## config.mk

```make
export PLATFORM = sky130hd
export DESIGN_NAME = tts_back
export DESIGN_NICKNAME = d
export VERILOG_FILES = /design/src/rtl/tts_pkg.sv /design/src/rtl/tts_back.sv
export SDC_FILE = /design/constraint.sdc
export NUM_CORES = 1
export LEC_CHECK = 0
export BUFFER_PORTS_ARGS = -buffer_cell sky130_fd_sc_hd__clkbuf_2
export CAP_MARGIN = 10
export CORE_ASPECT_RATIO = 0.7
export CORE_UTILIZATION = 36
export DETAILED_ROUTE_END_ITERATION = 10
export PLACE_DENSITY = 0.74
export SETUP_SLACK_MARGIN = 0.02
export SLEW_MARGIN = 20
export SYNTH_ARGS = -nofsm -noshare
export SYNTH_HDL_FRONTEND = slang
export SYNTH_SLANG_ARGS = --single-unit
```

## constraint.sdc

```tcl
create_clock -name clock -period 1.45 [get_ports clock]
set_clock_uncertainty 0.2 [all_clocks]
set_input_delay 0.145 -clock clock [delete_from_list [all_inputs] [get_ports clock]]
set_output_delay 0.145 -clock clock [all_outputs]
set_load 0.02 [all_outputs]
```

## src/rtl/tts_pkg.sv

```systemverilog
package tts_pkg;

   // Widths and sizes
   localparam int TOKEN_LIMIT = 4096;
   localparam int CFG_W       = 13;
   localparam int CNT_W       = $clog2(TOKEN_LIMIT + 1);
   localparam int CMP_W       = (CNT_W > CFG_W) ? CNT_W : CFG_W;
   localparam int REC_MAX     = 3;
   localparam int REC_IDX_W   = $clog2(REC_MAX);
   localparam int REC_CNT_W   = $clog2(REC_MAX + 1);
   localparam int QUEUE_DEPTH = 4;
   localparam int QUEUE_AW    = $clog2(QUEUE_DEPTH);
   localparam int QUEUE_CW    = $clog2(QUEUE_DEPTH + 1);
   localparam int ESC_W       = 7;

   // Record kinds
   localparam logic KIND_CHAR   = 1'b0;
   localparam logic KIND_FINISH = 1'b1;

   // Token classes
   localparam logic [2:0] CLS_EOT     = 3'd0;
   localparam logic [2:0] CLS_IDENT   = 3'd1;
   localparam logic [2:0] CLS_STRING  = 3'd2;
   localparam logic [2:0] CLS_NUMBER  = 3'd3;
   localparam logic [2:0] CLS_BRACKET = 3'd4;
   localparam logic [2:0] CLS_ERROR   = 3'd5;

   // Error codes
   localparam logic [1:0] ERR_NONE     = 2'd0;
   localparam logic [1:0] ERR_TOO_LONG = 2'd1;
   localparam logic [1:0] ERR_UNTERM   = 2'd2;
   localparam logic [1:0] ERR_BAD_CHAR = 2'd3;

   // Characters of interest
   localparam logic [7:0] CH_NUL    = 8'h00;
   localparam logic [7:0] CH_LF     = 8'h0A;
   localparam logic [7:0] CH_CR     = 8'h0D;
   localparam logic [7:0] CH_TAB    = 8'h09;
   localparam logic [7:0] CH_BS     = 8'h08;
   localparam logic [7:0] CH_BEL    = 8'h07;
   localparam logic [7:0] CH_SPACE  = 8'h20;
   localparam logic [7:0] CH_DQUOTE = 8'h22;
   localparam logic [7:0] CH_SQUOTE = 8'h27;
   localparam logic [7:0] CH_LPAREN = 8'h28;
   localparam logic [7:0] CH_RPAREN = 8'h29;
   localparam logic [7:0] CH_PLUS   = 8'h2B;
   localparam logic [7:0] CH_MINUS  = 8'h2D;
   localparam logic [7:0] CH_DOT    = 8'h2E;
   localparam logic [7:0] CH_SLASH  = 8'h2F;
   localparam logic [7:0] CH_BSLASH = 8'h5C;
   localparam logic [7:0] CH_UNDER  = 8'h5F;
   localparam logic [7:0] CH_LBRACE = 8'h7B;
   localparam logic [7:0] CH_RBRACE = 8'h7D;
   localparam logic [7:0] CH_UPPER_E = 8'h45;
   localparam logic [7:0] CH_LOWER_E = 8'h65;
   localparam logic [7:0] CH_LOWER_N = 8'h6E;
   localparam logic [7:0] CH_LOWER_R = 8'h72;
   localparam logic [7:0] CH_LOWER_T = 8'h74;
   localparam logic [7:0] CH_LOWER_B = 8'h62;
   localparam logic [7:0] CH_LOWER_A = 8'h61;
   localparam logic [ESC_W-1:0] ESC_MASK = 7'h7F;

   typedef enum logic [11:0] {
      MODE_IDLE    = 12'b0000_0000_0001,
      MODE_SLASH   = 12'b0000_0000_0010,
      MODE_COMMENT = 12'b0000_0000_0100,
      MODE_IDENT   = 12'b0000_0000_1000,
      MODE_STR     = 12'b0000_0001_0000,
      MODE_ESC     = 12'b0000_0010_0000,
      MODE_DEC     = 12'b0000_0100_0000,
      MODE_INT     = 12'b0000_1000_0000,
      MODE_FRAC    = 12'b0001_0000_0000,
      MODE_EXPS    = 12'b0010_0000_0000,
      MODE_EXPD    = 12'b0100_0000_0000,
      MODE_DISCARD = 12'b1000_0000_0000
   } mode_type;

   typedef struct packed {
      logic       kind;
      logic [2:0] cls;
      logic [7:0] value;
      logic [1:0] err;
   } rec_type;

   // All records caused by one text byte, oldest in slot 0.
   typedef struct packed {
      rec_type [REC_MAX-1:0]  recs;
      logic [REC_CNT_W-1:0]   count;
   } bundle_type;

   function automatic logic is_digit(input logic [7:0] c);
      return (c >= 8'h30) && (c <= 8'h39);
   endfunction

   function automatic logic is_alpha(input logic [7:0] c);
      return ((c >= 8'h61) && (c <= 8'h7A)) || ((c >= 8'h41) && (c <= 8'h5A));
   endfunction

   function automatic logic is_space(input logic [7:0] c);
      return (c == CH_SPACE) || ((c >= CH_TAB) && (c <= CH_CR));
   endfunction

   function automatic logic is_bracket(input logic [7:0] c);
      return (c == CH_LBRACE) || (c == CH_RBRACE) || (c == CH_LPAREN) || (c == CH_RPAREN);
   endfunction

   function automatic rec_type mk_rec(input logic kind, input logic [2:0] cls,
                                      input logic [7:0] value, input logic [1:0] err);
      rec_type r;
      r.kind  = kind;
      r.cls   = cls;
      r.value = value;
      r.err   = err;
      return r;
   endfunction

endpackage

```

## src/rtl/tts_back.sv

```systemverilog
module tts_back import tts_pkg::*; (
   input  logic       clock,
   input  logic       reset,
   input  logic       pop_valid,
   output logic       pop_ready,
   input  bundle_type pop_data,
   output logic       rsp_valid,
   input  logic       rsp_ready,
   output logic       rsp_rec_kind,
   output logic [2:0] rsp_token_class,
   output logic [7:0] rsp_value,
   output logic [1:0] rsp_err_code,
   output logic       rsp_last
);

   logic [REC_IDX_W-1:0] idx_ff, idx_in;
   logic                 valid_ff, valid_in;
   rec_type              rec_ff;
   logic                 last_ff;
   rec_type              cur;
   logic                 cur_last;
   logic                 load;

   assign load     = pop_valid && (!valid_ff || rsp_ready);
   assign cur      = pop_data.recs[idx_ff];
   assign cur_last = (REC_CNT_W'(idx_ff) == (pop_data.count - 1'b1));
   assign pop_ready = load && cur_last;

   always_comb begin
      idx_in   = idx_ff;
      valid_in = valid_ff;
      if (load) begin
         valid_in = 1'b1;
         idx_in   = cur_last ? '0 : idx_ff + 1'b1;
      end else if (rsp_ready) begin
         valid_in = 1'b0;
      end
   end

   always_ff @(posedge clock) begin
      if (load) begin
         rec_ff  <= cur;
         last_ff <= cur_last;
      end
   end

   always_ff @(posedge clock) begin
      if (reset) begin
         idx_ff   <= '0;
         valid_ff <= 1'b0;
      end else begin
         idx_ff   <= idx_in;
         valid_ff <= valid_in;
      end
   end

   assign rsp_valid       = valid_ff;
   assign rsp_rec_kind    = rec_ff.kind;
   assign rsp_token_class = rec_ff.cls;
   assign rsp_value       = rec_ff.value;
   assign rsp_err_code    = rec_ff.err;
   assign rsp_last        = last_ff;

endmodule

```

==> results.cfg <==
[timing]
setup_slack_ps = -264
setup_viol = 1
slew_violations = 0
finalHoldViolCount = 0
fin_crit_sh_pct = 118
fin_crit_ps = 1710
rsz0062_at_grt = true
max_slew_margin_pct = 85.3
max_freq_ghz = 0.584
tightest_slew_ps = 220

[critical_path]
crit_fanout = 4
path_class = reg -> out
worstPathRequired_ps = 1110
critPathCaptureType = primary output
cp-start-kind = flop
crit_arrival_ps = 1370

[logic_synthesis]
syn_inst = 87
ys_seq_area_share_pct = 53.5
syn-num-nets = 135
yosysWarnings = 0
syn_area_um2 = 953
syn_area_per_cell_um2 = 11.0
synth-seq-cells = 18
synth_cell_type_count = 24

[flow_run]
maxCapViolCount = 0

[placed_design]
dp_cells = 187
gp_routability_congestion = 0.655
port_buffers = 64
hpwl_um = 1740
preCtsSetupSlack_ps = -55.5

[route]
wl_per_cell_um = 11.9
final_antenna_net_count = 0
drtIter0Drc = 27
route.vias.total = 943
dr.pass1.iters = 4
routed_wl_um = 2480
drc = 0
via_per_inst = 4.53

[global_route]
grt_max_degree = 16
gr-total-overflow = 0
track_usage_pct = 16.8
antenna_found_initial = 0
grt_pass1_vias = 902
grt_pass1_wl_um = 3660

[die]
core_um2 = 2480
initial_core_util_pct = 38.5
die_w_um = 63.5
io_pins = 65
die_h_um = 45.1
die-area_um2 = 2860
placementRows = 15

[power]
vdd_drop_max_v = 0.000548
p_leak_uw = 0.000714
switchingPower_uw = 374
pwr-share-comb_pct = 28.6
power.density_nw_per_um2 = 867
switching_share_pct = 26.9
p_seq_share_pct = 46.4
clock_power_share_pct = 25.1
p_int_uw = 1010

[cts]
numCtsBuffers = 3
cts_buffer_depth = 2
clock_sinks = 18
cts_tree = built
clk_latency_ps = 250
cts-htree-levels = 1
cts_root_buffer = clkbuf_8
clk_pin_slew_ps = 70

[outcome]
status = finished with violations
violations = negative setup slack

[layout]
mostFrequentLayoutCells = clkbuf_2 (63), nand2_1 (16), dlygate4sd3_1 (16)
final_common_cell = clkbuf_2
nNetsFinal = 223
syn_to_final_growth_pct = 68.0
antennaDiodeCount = 0
layoutNonFillerInstCount = 208
final_layout_size_suffix_gt1_share_pct = 47.7

[worst_hold_path]
hold_class = in -> reg
[through the flow]
| step | setup TNS [ps] | util (%) | power [uW] | hold slack [ps] | cell area (um2) |
|---|---|---|---|---|---|
| global placement | -3.69 | 54.9 | 990 | 155 | 1360 |
| floorplan | 0 | - | 851 | 14.1 | 968 |
| CTS | -260 | 63.7 | 1380 | 36.8 | 1580 |
| detailed placement | -130 | 54.9 | 998 | 169 | 1360 |
| global route | -299 | 64.6 | 1440 | 67.5 | 1600 |
| finish | -264 | 64.6 | 1390 | 42.1 | 1600 |
[power groups by stage]
stage          Combinational [uW]  Sequential, uW  Clock [uW]
2_1_floorplan                 145             706           0
3_3_place_gp                  339             651           0
3_5_place_dp                  344             654           0
4_1_cts                       382             643         354
5_1_grt                       428             648         366
6_report                      397             643         348
[final cells by class]
cell class | count | area, um2
Clock inverter | 1 | 3.75
Tap cell | 34 | 42.5
Fill cell | 213 | 876
Multi-Input combinational cell | 61 | 425
Timing Repair Buffer | 88 | 563
Inverter | 3 | 11.3
Clock buffer | 3 | 41.3
Sequential cell | 18 | 514
[sequential cells by signal (all words and copies together) (netlist names)]
| signal | flops |
|---|---|
| idx_ff | 2 |
| rsp_err_code | 2 |
| rsp_last | 1 |
| rsp_rec_kind | 1 |
| rsp_token_class | 3 |
| rsp_valid | 1 |
| rsp_value | 8 |
[critical path, stage by stage (launching register included)]
cell,delay [ps]
dfxtp_4,370
xnor2_4,170
mux2_4,330
nor2b_4,130
buf_8,120
[final timing paths]
kind | slack, ps | depth (start not counted) | start | endpoint
worst max-delay path | -260 | 4 | idx_ff[1]$_SDFFE_PP0P_ | pop_ready
worst min register to register | 440 | 3 | rsp_valid$_SDFFE_PP0P_ | rsp_valid$_SDFFE_PP0P_
worst max register to register | 80 | 3 | idx_ff[1]$_SDFFE_PP0P_ | rsp_err_code[1]$_DFFE_PP_
worst min-delay path | 40 | 3 | pop_data[13] | rsp_token_class[1]$_DFFE_PP_
[kinds of logic (layout without fill, tap and decap cells)]
group           count (synthesis)  in the layout  synth area share (%)
compound gates                 20             20                  11.9
xor+xnor                        1              1                 0.919
flops                          18             18                  53.5
simple gates                   25             25                  12.5
buf+inv                         8             95                  4.85
mux                            15             15                  16.3
[per-layer routing]
layer | vias to the layer above | global-route usage, % | part of all wire, %
met4 | 0 | 4.09 | 0.56
met5 | - | 0 | 0
met3 | 2 | 4.04 | 3.7
met2 | 26 | 33.2 | 56
met1 | 432 | 18.6 | 40
li1 | 483 | - | -
[synth_stat cells (all sizes together)]
master   count  area share (%)
a31oi        1            0.66
nand3b       1            0.79
clkbuf       1            0.39
nor2         1            0.39
edfxtp      15              47
mux2i       14              15
and2b        1            0.79
o21ai       14             7.3
a31o         1            0.92
xnor2        1            0.92
mux2         1             1.6
nand2       16             6.3
nand2b       4             2.6
buf          4             3.3
nor2b        1            0.92
and2         1            0.66
a21oi        2             1.0
a21bo        1             1.0
o2111ai      1            0.92
dfxtp        3             6.3
inv          3             1.2
[timing repair]
| action | in CTS | in global routing |
|---|---|---|
| hold endpoints to repair | 16 | 0 |
| buffers inserted | 0 | 1 |
| resized for setup | 4 | 4 |
| endpoints found under the setup margin | 15 | 2 |
| cloned | 0 | 0 |
| hold buffers | 16 | 0 |
| pin swaps | 0 | 1 |
Power figures use the tool's default switching activity.
