File: config.mk
export PLATFORM = sky130hd
export DESIGN_NAME = tts_queue
export DESIGN_NICKNAME = d
export VERILOG_FILES = /design/src/rtl/tts_pkg.sv /design/src/rtl/tts_queue.sv
export SDC_FILE = /design/constraint.sdc
export NUM_CORES = 1
export LEC_CHECK = 0
export BUFFER_PORTS_ARGS = -buffer_cell sky130_fd_sc_hd__buf_2
export CORE_MARGIN = 4
export CORE_UTILIZATION = 55
export DETAILED_ROUTE_END_ITERATION = 6
export PLACE_DENSITY = 0.77
export SETUP_SLACK_MARGIN = 0.15
export SKIP_LAST_GASP = 1
export SLEW_MARGIN = 10
export SYNTH_ARGS = -nofsm -noshare
export SYNTH_HDL_FRONTEND = slang
export SYNTH_SLANG_ARGS = --single-unit
export TNS_END_PERCENT = 5
File: constraint.sdc
create_clock -name clock -period 4.2 [get_ports clock]
set_clock_uncertainty 0.1 [all_clocks]
set_input_delay 0.63 -clock clock [delete_from_list [all_inputs] [get_ports clock]]
set_output_delay 0.63 -clock clock [all_outputs]
set_load 0.1 [all_outputs]
File: src/rtl/tts_pkg.sv
package tts_pkg;

   // Widths and sizes
   localparam int TOKEN_LIMIT = 4096;
   localparam int CFG_W       = 13;
   localparam int CNT_W       = $clog2(TOKEN_LIMIT + 1);
   localparam int CMP_W       = (CNT_W > CFG_W) ? CNT_W : CFG_W;
   localparam int REC_MAX     = 3;
   localparam int REC_IDX_W   = $clog2(REC_MAX);
   localparam int REC_CNT_W   = $clog2(REC_MAX + 1);
   localparam int QUEUE_DEPTH = 4;
   localparam int QUEUE_AW    = $clog2(QUEUE_DEPTH);
   localparam int QUEUE_CW    = $clog2(QUEUE_DEPTH + 1);
   localparam int ESC_W       = 7;

   // Record kinds
   localparam logic KIND_CHAR   = 1'b0;
   localparam logic KIND_FINISH = 1'b1;

   // Token classes
   localparam logic [2:0] CLS_EOT     = 3'd0;
   localparam logic [2:0] CLS_IDENT   = 3'd1;
   localparam logic [2:0] CLS_STRING  = 3'd2;
   localparam logic [2:0] CLS_NUMBER  = 3'd3;
   localparam logic [2:0] CLS_BRACKET = 3'd4;
   localparam logic [2:0] CLS_ERROR   = 3'd5;

   // Error codes
   localparam logic [1:0] ERR_NONE     = 2'd0;
   localparam logic [1:0] ERR_TOO_LONG = 2'd1;
   localparam logic [1:0] ERR_UNTERM   = 2'd2;
   localparam logic [1:0] ERR_BAD_CHAR = 2'd3;

   // Characters of interest
   localparam logic [7:0] CH_NUL    = 8'h00;
   localparam logic [7:0] CH_LF     = 8'h0A;
   localparam logic [7:0] CH_CR     = 8'h0D;
   localparam logic [7:0] CH_TAB    = 8'h09;
   localparam logic [7:0] CH_BS     = 8'h08;
   localparam logic [7:0] CH_BEL    = 8'h07;
   localparam logic [7:0] CH_SPACE  = 8'h20;
   localparam logic [7:0] CH_DQUOTE = 8'h22;
   localparam logic [7:0] CH_SQUOTE = 8'h27;
   localparam logic [7:0] CH_LPAREN = 8'h28;
   localparam logic [7:0] CH_RPAREN = 8'h29;
   localparam logic [7:0] CH_PLUS   = 8'h2B;
   localparam logic [7:0] CH_MINUS  = 8'h2D;
   localparam logic [7:0] CH_DOT    = 8'h2E;
   localparam logic [7:0] CH_SLASH  = 8'h2F;
   localparam logic [7:0] CH_BSLASH = 8'h5C;
   localparam logic [7:0] CH_UNDER  = 8'h5F;
   localparam logic [7:0] CH_LBRACE = 8'h7B;
   localparam logic [7:0] CH_RBRACE = 8'h7D;
   localparam logic [7:0] CH_UPPER_E = 8'h45;
   localparam logic [7:0] CH_LOWER_E = 8'h65;
   localparam logic [7:0] CH_LOWER_N = 8'h6E;
   localparam logic [7:0] CH_LOWER_R = 8'h72;
   localparam logic [7:0] CH_LOWER_T = 8'h74;
   localparam logic [7:0] CH_LOWER_B = 8'h62;
   localparam logic [7:0] CH_LOWER_A = 8'h61;
   localparam logic [ESC_W-1:0] ESC_MASK = 7'h7F;

   typedef enum logic [11:0] {
      MODE_IDLE    = 12'b0000_0000_0001,
      MODE_SLASH   = 12'b0000_0000_0010,
      MODE_COMMENT = 12'b0000_0000_0100,
      MODE_IDENT   = 12'b0000_0000_1000,
      MODE_STR     = 12'b0000_0001_0000,
      MODE_ESC     = 12'b0000_0010_0000,
      MODE_DEC     = 12'b0000_0100_0000,
      MODE_INT     = 12'b0000_1000_0000,
      MODE_FRAC    = 12'b0001_0000_0000,
      MODE_EXPS    = 12'b0010_0000_0000,
      MODE_EXPD    = 12'b0100_0000_0000,
      MODE_DISCARD = 12'b1000_0000_0000
   } mode_type;

   typedef struct packed {
      logic       kind;
      logic [2:0] cls;
      logic [7:0] value;
      logic [1:0] err;
   } rec_type;

   // All records caused by one text byte, oldest in slot 0.
   typedef struct packed {
      rec_type [REC_MAX-1:0]  recs;
      logic [REC_CNT_W-1:0]   count;
   } bundle_type;

   function automatic logic is_digit(input logic [7:0] c);
      return (c >= 8'h30) && (c <= 8'h39);
   endfunction

   function automatic logic is_alpha(input logic [7:0] c);
      return ((c >= 8'h61) && (c <= 8'h7A)) || ((c >= 8'h41) && (c <= 8'h5A));
   endfunction

   function automatic logic is_space(input logic [7:0] c);
      return (c == CH_SPACE) || ((c >= CH_TAB) && (c <= CH_CR));
   endfunction

   function automatic logic is_bracket(input logic [7:0] c);
      return (c == CH_LBRACE) || (c == CH_RBRACE) || (c == CH_LPAREN) || (c == CH_RPAREN);
   endfunction

   function automatic rec_type mk_rec(input logic kind, input logic [2:0] cls,
                                      input logic [7:0] value, input logic [1:0] err);
      rec_type r;
      r.kind  = kind;
      r.cls   = cls;
      r.value = value;
      r.err   = err;
      return r;
   endfunction

endpackage

File: src/rtl/tts_queue.sv
module tts_queue import tts_pkg::*; (
   input  logic       clock,
   input  logic       reset,
   input  logic       push_valid,
   output logic       push_ready,
   input  bundle_type push_data,
   output logic       pop_valid,
   input  logic       pop_ready,
   output bundle_type pop_data
);

   bundle_type            entries_ff [QUEUE_DEPTH];
   logic [QUEUE_AW-1:0]   wr_ptr_ff, wr_ptr_in;
   logic [QUEUE_AW-1:0]   rd_ptr_ff, rd_ptr_in;
   logic [QUEUE_CW-1:0]   fill_ff, fill_in;
   logic                  do_push;
   logic                  do_pop;

   assign push_ready = (fill_ff != QUEUE_CW'(QUEUE_DEPTH));
   assign pop_valid  = (fill_ff != '0);
   assign pop_data   = entries_ff[rd_ptr_ff];
   assign do_push    = push_valid && push_ready;
   assign do_pop     = pop_valid && pop_ready;

   always_comb begin
      wr_ptr_in = do_push ? QUEUE_AW'((32'(wr_ptr_ff) + 1) % QUEUE_DEPTH) : wr_ptr_ff;
      rd_ptr_in = do_pop  ? QUEUE_AW'((32'(rd_ptr_ff) + 1) % QUEUE_DEPTH) : rd_ptr_ff;
      fill_in   = fill_ff;
      if (do_push && !do_pop) begin
         fill_in = fill_ff + 1'b1;
      end else if (do_pop && !do_push) begin
         fill_in = fill_ff - 1'b1;
      end
   end

   always_ff @(posedge clock) begin
      if (do_push) begin
         entries_ff[wr_ptr_ff] <= push_data;
      end
   end

   always_ff @(posedge clock) begin
      if (reset) begin
         wr_ptr_ff <= '0;
         rd_ptr_ff <= '0;
         fill_ff   <= '0;
      end else begin
         wr_ptr_ff <= wr_ptr_in;
         rd_ptr_ff <= rd_ptr_in;
         fill_ff   <= fill_in;
      end
   end

endmodule

==> out/metrics.cfg, run 1 <==
[synthesis]
synthesis.nets=332
asyncSetResetFlopFracSynth=0
synth_top_cell_area_share=0.769
synth.most_common_cell=sky130_fd_sc_hd__edfxtp_1
ys_ff_latch=185
synth.top_cells.by_count=sky130_fd_sc_hd__edfxtp_1, sky130_fd_sc_hd__mux4_2, sky130_fd_sc_hd__dfxtp_1, sky130_fd_sc_hd__nor2_1, sky130_fd_sc_hd__ha_1
synthesis.yosys.warnings=0
synth_area_per_cell_sq_um=24.7
post_synth_instance_area_sq_um=6870
synthCells=278
number_of_synthesized_flops_with_an_enable_pin=176
synth_ff_type=sky130_fd_sc_hd__edfxtp_1
post_synth_main_area_contributors=sky130_fd_sc_hd__edfxtp_1, sky130_fd_sc_hd__mux4_2, sky130_fd_sc_hd__dfxtp_1
yosysUniqueCellTypes=25
synth_largest_area_cell=sky130_fd_sc_hd__edfxtp_1
synth_seq_area_share=0.795

[floorplan]
initial_standard_cell_utilization_of_the_core=0.567
pin_count=94
die_area_sq_um=14300
die_h_microns=120
total_number_of_placement_rows=40
fp.coreArea_sq_um=12100
dieWidth_microns=120

[global_route]
number_of_antenna_violations_at_the_first_check_in_global_routing=1
grt_max_degree=45
global_route_wire_length_before_repair_mm=18.0
grt_overflow=0
first_global_vias=3375
grt.total_usage=0.171

[setup_path]
timing_worst_setup_path_type=reg2out
ff2ff_setup_slack_ps=1770
critical_path.max_fanout=44
crit-reg2reg-launch=fill_ff[0]$_SDFFE_PP0P_
cp-end-kind=output port
cp-start-kind=register
rr_worst_depth=4
critical_path.reg2reg.endpoint=entries_ff[2][30]$_DFFE_PP_
critical_path_required_ps=3470
worst-endpoint-arrival_ps=2380

[clocking]
worst_skew_pair.late_latency_ps=420
cts_buffers=17
cts.root.buffer_cell=sky130_fd_sc_hd__clkbuf_16
cells_resized_by_post_cts_repair=0
number_of_buffers_inserted_to_repair_setup_after_cts=0
path_clk_slew_ps=70
cts.sink_count=185
htree_levels=4
hold_buffers=0
cts_tree=done
clockBufferDepth=2

[sta]
final_report_setup_violation_count=0
grt_setup_unrepaired=no
final_hold_viol_count=0
timing_max_transition_violations_final=0
worst-slew-pin-transition_ps=896
period_needed_ps=3110
min_period_over_period=0.740
relSlewSlack=0.403
setup_tns_ps=0
max_freq_ghz=0.322

[placement]
routabilityCongestion=0.735
portBuffers=93
hpwl_after_detailed_placement_mm=6.93

[worst_hold_path]
holdCritPathClass=in2reg
min_path_cells=1
hold_end=entries_ff[0][28]$_DFFE_PP_
holdCritStartpoint=push_data[28]

[cells_and_area]
final_net_count=439
final_layout_size_suffix_gt1_frac=0.450
antenna-diode-count=0
layout-area-overhead-vs-synth_pct=17.0

[drt]
drt-vias-per-instance=5.53
drt_iter0_markers=219
detailroute.via_count=3129
total_wire_length_mm=11.4
routed_wire_length_per_instance_microns=20.2
firstDrtPassIters=4
drc=0
antenna_violating_nets_post_route=0

[run]
max-cap-violations=0

[outcome]
result_of_the_run=finished clean

state kept, by name, summed over array words and instances (netlist names), named ones only:
register	cells
entries_ff	176
fill_ff	3
rd_ptr_ff	2
wr_ptr_ff	2
worst max-delay path by stage:
stage / end / cells after the start / startpoint
2_1_floorplan: entries_ff[0][0]$_DFFE_PP_ / 2 / push_valid
3_3_place_gp: pop_data[39] / 2 / register
3_5_place_dp: pop_data[39] / 2 / register
4_1_cts: pop_data[39] / 2 / register
5_1_grt: pop_data[39] / 2 / register
6_report: pop_data[39] / 2 / register
worst max-delay path, cell delays in order, from the launching register on:
cell                      delay, ps
sky130_fd_sc_hd__dfxtp_4        920
sky130_fd_sc_hd__mux4_1         670
sky130_fd_sc_hd__buf_2          310
cell families (layout without fill, tap and decap cells):
group | count (synthesis) | after routing | synth area share
adders and majority gates | 6 | 6 | 0.0120
DFF | 185 | 185 | 0.795
buffers and inverters | 14 | 134 | 0.0191
xor gates and xnor gates | 4 | 4 | 0.00510
muxes | 47 | 47 | 0.151
AOI/OAI and AO/OA | 5 | 5 | 0.00546
and+or+nand+nor | 17 | 17 | 0.0122
layer usage:
| metal | routed length (microns) | track usage | share of wire |
|---|---|---|---|
| met1 | 4780 | 0.216 | 0.42 |
| met2 | 5930 | 0.278 | 0.52 |
| met3 | 636 | 0.0575 | 0.056 |
| met4 | 80 | 0.0623 | 0.0070 |
| met5 | 10 | 0 | 0.00087 |
cell usage in the layout, fill, tap and decap left out, types with 2 or more instances in the layout:
master / netlist / final
sky130_fd_sc_hd__dfxtp_1: 9 / 7
sky130_fd_sc_hd__mux4_2: 40 / 40
sky130_fd_sc_hd__clkinv_4: 0 / 6
sky130_fd_sc_hd__inv_6: 0 / 5
sky130_fd_sc_hd__ha_1: 5 / 5
sky130_fd_sc_hd__buf_2: 4 / 93
sky130_fd_sc_hd__edfxtp_1: 176 / 176
sky130_fd_sc_hd__mux2i_1: 2 / 2
sky130_fd_sc_hd__xor2_1: 4 / 4
sky130_fd_sc_hd__buf_4: 0 / 6
sky130_fd_sc_hd__nor2_1: 8 / 8
sky130_fd_sc_hd__or3_1: 2 / 2
sky130_fd_sc_hd__clkbuf_16: 0 / 17
sky130_fd_sc_hd__clkinvlp_4: 0 / 2
sky130_fd_sc_hd__and2_2: 0 / 4
sky130_fd_sc_hd__nand2b_1: 2 / 2
sky130_fd_sc_hd__inv_8: 0 / 2
sky130_fd_sc_hd__inv_1: 3 / 3
sky130_fd_sc_hd__mux4_1: 4 / 4
layout make-up:
type	count	area (sq um)
Clock buffer	17	425
Clock inverter	15	134
Fill cell	827	4070
Inverter	3	11.3
Multi-Input combinational cell	79	1280
Sequential cell	185	5470
Tap cell	168	210
Timing Repair Buffer	99	510
stage by stage:
stage,hold slack (ps),instances,setup slack (ps),cell area [sq um],util
floorplan,382,278,1700,6870,-
global placement,391,534,1480,7480,0.618
detailed placement,410,534,1480,7480,0.618
CTS,300,566,1030,8040,0.664
global route,303,566,908,8040,0.664
finish,324,566,1090,8040,0.664
Power of run 1 is not shown: default switching activity piles up to over one toggle a cycle in this logic, so the estimate is an artifact.
==> inputs of run 2 (changes only) <==
CORE_UTILIZATION = 51   (was 55)
PLACE_DENSITY = 0.75   (was 0.77)
clock period = 2.6 ns   (was 4.2 ns; I/O delays follow)
==> run 2 against run 1 <==
Net effect:
- die area increased by 7.3%
- via count decreased by 2.2%
- flip-flop and latch count unchanged
- sequential share of layout area decreased by 1.8 points
- clock-buffer cell count increased by 7
- critical endpoint is now pop_data[18]
==> out/metrics.cfg, run 2 (same netlist as run 1, synthesis figures left out) <==
[outcome]
result_of_the_run=finished clean

[sta]
final_critical_path_setup_slack_ps=202
final_report_setup_violation_count=0
worst-slew-pin-transition_ps=513
max_freq_ghz=0.417
timing_max_transition_violations_final=0
final_hold_viol_count=0
setup_tns_ps=0
period_needed_ps=2400
min_period_over_period=0.922
grt_setup_unrepaired=yes
relSlewSlack=0.661

[floorplan]
die_area_sq_um=15400
dieWidth_microns=124
total_number_of_placement_rows=42
pin_count=94
die_h_microns=124
fp.coreArea_sq_um=13200
initial_standard_cell_utilization_of_the_core=0.519

[global_route]
grt_util_met1=0.210
grt.total_usage=0.158
grt_max_degree=45
global_route.usage.met2=0.241
global_route_wire_length_before_repair_mm=17.3
first_global_vias=3225
number_of_antenna_violations_at_the_first_check_in_global_routing=1
grt_busiest_layer=met2
globalRouteMet3Util=0.0545
grt_overflow=0

[cells_and_area]
register_area_sq_um=5470
final_layout_size_suffix_gt1_frac=0.458
largest_registers=entries_ff x176, fill_ff x3
post_layout_nonfiller_instances=583
layout_commonest_cell=sky130_fd_sc_hd__edfxtp_1
final_net_count=447
most-common-layout-cells=sky130_fd_sc_hd__edfxtp_1, sky130_fd_sc_hd__buf_2, sky130_fd_sc_hd__mux4_2
registers.top_by_ff_count=entries_ff
fillerInstances=950
layout-area-overhead-vs-synth_pct=20.1
max_reg_flops=176
multi_input_comb_area_sq_um=1280

[run]
max-cap-violations=0

[clocking]
hold_buffers=0
cts.root.buffer_cell=sky130_fd_sc_hd__clkbuf_16
clockBufferDepth=2
cts.sink_count=185
cts_buffers=17
worst_skew_pair.late_latency_ps=430
cts_tree=done
htree_levels=4
path_clk_slew_ps=60

[placement]
routabilityCongestion=0.754
hpwl_after_detailed_placement_mm=6.72
dp_cells=547
portBuffers=93
dpl_worst_slack_ps=280

[drt]
drc=0
detailroute.via_count=3061
routed_wire_length_per_instance_microns=19.1
drt-vias-per-instance=5.25
firstDrtPassIters=4
drt_iter0_markers=198
antenna_violating_nets_post_route=0
total_wire_length_mm=11.1

[setup_path]
cp-end-kind=output port
ff2ff_setup_slack_ps=350
worstPathCellList=buf_12 -> mux4_2 -> buf_2
critPathSlowestCell=sky130_fd_sc_hd__mux4_2
critical_path.max_fanout=13
timing_worst_setup_path_type=reg2out
cp-start-kind=register
critical_path_required_ps=2110
rr_worst_depth=7
critical_path.max_stage_delay_ps=530
worst-endpoint-arrival_ps=1910

[worst_hold_path]
holdCritPathClass=in2reg
min_path_cells=1

run 2: cell types whose count changed in the layout (fill, tap and decap cells not counted), moves of 4 or more:
| cell | previous run | this run |
|---|---|---|
| sky130_fd_sc_hd__clkbuf_8 | 0 | 6 |
| sky130_fd_sc_hd__clkinv_2 | 0 | 5 |
| sky130_fd_sc_hd__inv_6 | 5 | 0 |
| sky130_fd_sc_hd__buf_12 | 0 | 4 |
| sky130_fd_sc_hd__clkinv_4 | 6 | 0 |
| sky130_fd_sc_hd__buf_4 | 6 | 19 |
| sky130_fd_sc_hd__buf_2 | 93 | 84 |
run 2: cell type report:
| class | instances | share of cell area |
|---|---|---|
| Antenna cell | 1 | 0.000303 |
| Multi-Input combinational cell | 79 | 0.155 |
| Inverter | 3 | 0.00136 |
| Sequential cell | 185 | 0.663 |
| Clock inverter | 8 | 0.0139 |
| Timing Repair Buffer | 107 | 0.0779 |
| Clock buffer | 24 | 0.0620 |
| Tap cell | 176 | 0.0267 |
run 2: per-layer routing:
| layer | part of all wire | wire length (microns) |
|---|---|---|
| met5 | 0.00090 | 10 |
| met4 | 0.012 | 138 |
| met3 | 0.064 | 714 |
| met2 | 0.50 | 5530 |
| met1 | 0.43 | 4730 |
run 2: timing repair:
item | in CTS | in global routing
pin swaps | 0 | 1
resized for setup | 9 | 0
setup buffers | 2 | 1
endpoints found under the setup margin | 35 | 19
run 2: final timing paths:
path / end / start
hold reg to reg: wr_ptr_ff[1]$_SDFFE_PP0P_ / wr_ptr_ff[1]$_SDFFE_PP0P_
setup reg to reg: fill_ff[2]$_SDFFE_PP0P_ / fill_ff[0]$_SDFFE_PP0P_
setup / recovery: pop_data[18] / register
hold / removal: entries_ff[2][1]$_DFFE_PP_ / push_data[1]
run 2: stage by stage:
step / hold slack (ps) / util / cell area [sq um]
3_5_place_dp: 420 / 0.572 / 7580
6_report: 75.2 / 0.623 / 8260
5_1_grt: 64.0 / 0.623 / 8250
3_3_place_gp: 397 / 0.572 / 7580
2_1_floorplan: 382 / - / 6870
4_1_cts: 63.6 / 0.623 / 8250
run 2: critical path, delay by kind of cell, from the launching register on:
kind | cells | cell delay [ps]
multiplexers | 1 | 530
buffers and inverters | 2 | 500
flip-flops | 1 | 440
Power of run 2 is left out for the same reason.
==> inputs of run 3 (changes only) <==
RECOVER_POWER = 50   (was default)
==> run 3 against run 2 <==
Net effect:
- die area is the same
- worst hold slack improved by 43 ps
- core utilization decreased by 0.50 points
- global-route usage is the same
- register-to-register slack about the same
- wire length is 0.27% lower
- highest routed layer unchanged
- critical path depth unchanged
- setup slack got worse by 2.2 ps
- final cell count decreased by 0.17%
- clock-buffer cell count is the same
- largest cell class unchanged
==> out/metrics.cfg, run 3 (same netlist as run 1, synthesis figures left out) <==
[sta]
worst-slew-pin-transition_ps=750
final_hold_viol_count=0
relSlewSlack=0.500
grt_setup_unrepaired=yes
final_report_setup_violation_count=0
period_needed_ps=2400
min_period_over_period=0.923
timing_max_transition_violations_final=0
setup_tns_ps=0
max_freq_ghz=0.417

[setup_path]
cp-end-kind=output port
critical_path_required_ps=2110
worst-endpoint-arrival_ps=1910
critical_path.max_fanout=13
ff2ff_setup_slack_ps=350
timing_worst_setup_path_type=reg2out
cp-start-kind=register

[cells_and_area]
registers.top_by_ff_count=entries_ff
final_layout_size_suffix_gt1_frac=0.347
antenna-diode-count=0
register_area_sq_um=5470
fillerInstances=962
final_net_count=447
largest_registers=entries_ff x176, fill_ff x3
max_reg_flops=176
layout_commonest_cell=sky130_fd_sc_hd__edfxtp_1
most-common-layout-cells=sky130_fd_sc_hd__edfxtp_1, sky130_fd_sc_hd__clkbuf_1, sky130_fd_sc_hd__mux4_2, sky130_fd_sc_hd__buf_2, sky130_fd_sc_hd__clkbuf_16
multi_input_comb_area_sq_um=1280
layout-area-overhead-vs-synth_pct=19.2

[clocking]
cts_tree=done
clockBufferDepth=2
cts.sink_count=185
path_clk_slew_ps=60
worst_skew_pair.late_latency_ps=430
cts_buffers=17
hold_buffers=0
cts.root.buffer_cell=sky130_fd_sc_hd__clkbuf_16
htree_levels=4

[floorplan]
fp.coreArea_sq_um=13200
die_area_sq_um=15400
die_h_microns=124
total_number_of_placement_rows=42
pin_count=94
initial_standard_cell_utilization_of_the_core=0.519
dieWidth_microns=124

[outcome]
result_of_the_run=finished clean

[run]
max-cap-violations=0

[placement]
portBuffers=93
routabilityCongestion=0.754
hpwl_after_detailed_placement_mm=6.72

[global_route]
first_global_vias=3225
grt.total_usage=0.158
grt_overflow=0
number_of_antenna_violations_at_the_first_check_in_global_routing=1
global_route_wire_length_before_repair_mm=17.3
grt_max_degree=45

[drt]
detailroute.via_count=3050
drt-vias-per-instance=5.24
firstDrtPassIters=5
routed_wire_length_per_instance_microns=19.1
drc=0
antenna_violating_nets_post_route=0
total_wire_length_mm=11.1
drt_iter0_markers=163

[worst_hold_path]
holdCritPathClass=in2reg

## run 3: cell types whose count changed in the layout (fill, tap and decap cells not counted)
cell                       before  now
sky130_fd_sc_hd__buf_2         84   40
sky130_fd_sc_hd__buf_4         19   16
sky130_fd_sc_hd__clkbuf_1       1   46
sky130_fd_sc_hd__diode_2        1    0
sky130_fd_sc_hd__clkbuf_2       0    2
## run 3: what timing repair did
item | CTS | global route
setup endpoints to repair | 35 | 19
endpoints found under the hold margin | 0 | 0
resized for setup | 9 | 0
pin swaps | 0 | 1
buffers inserted | 2 | 1
## run 3: per-layer routing
layer / routed length [microns] / up-vias / GRT usage
li1: - / 1406 / -
met1: 4630 / 1543 / 0.210
met2: 5540 / 88 / 0.241
met3: 769 / 11 / 0.0545
met4: 136 / 2 / 0.0678
met5: 10 / - / 0
## run 3: worst max-delay path, cell delays in order, from the launching register on
cell and delay (ps):
sky130_fd_sc_hd__dfxtp_4 450, sky130_fd_sc_hd__buf_12 190, sky130_fd_sc_hd__mux4_2 530, sky130_fd_sc_hd__buf_2 310
## run 3: metrics by stage
step / instances / util / setup WS (ps) / hold WS (ps) / area (sq um)
finish: 582 / 0.618 / 200 / 118 / 8190
global route: 582 / 0.618 / 125 / 124 / 8190
CTS: 581 / 0.623 / 167 / 63.6 / 8250
detailed placement: 547 / 0.572 / 280 / 420 / 7580
global placement: 547 / 0.572 / 394 / 397 / 7580
floorplan: 278 / - / 233 / 382 / 6870
## run 3: path summary, 6_finish.rpt
check,start,depth (start not counted),to
worst min-delay path,push_data[2],1,entries_ff[2][2]$_DFFE_PP_
worst max-delay path,register,3,pop_data[18]
worst max register to register,fill_ff[0]$_SDFFE_PP0P_,7,fill_ff[2]$_SDFFE_PP0P_
worst min register to register,wr_ptr_ff[1]$_SDFFE_PP0P_,2,wr_ptr_ff[1]$_SDFFE_PP0P_
## run 3: area by class of cell
class                   instances  area share
clock inverters                 8      0.0141
repair buffers                107      0.0707
well taps                     176      0.0269
flip-flops and latches        185       0.668
inverters                       3     0.00138
clock buffers                  24      0.0625
multi-input cells              79       0.156
Power of run 3 is left out for the same reason.
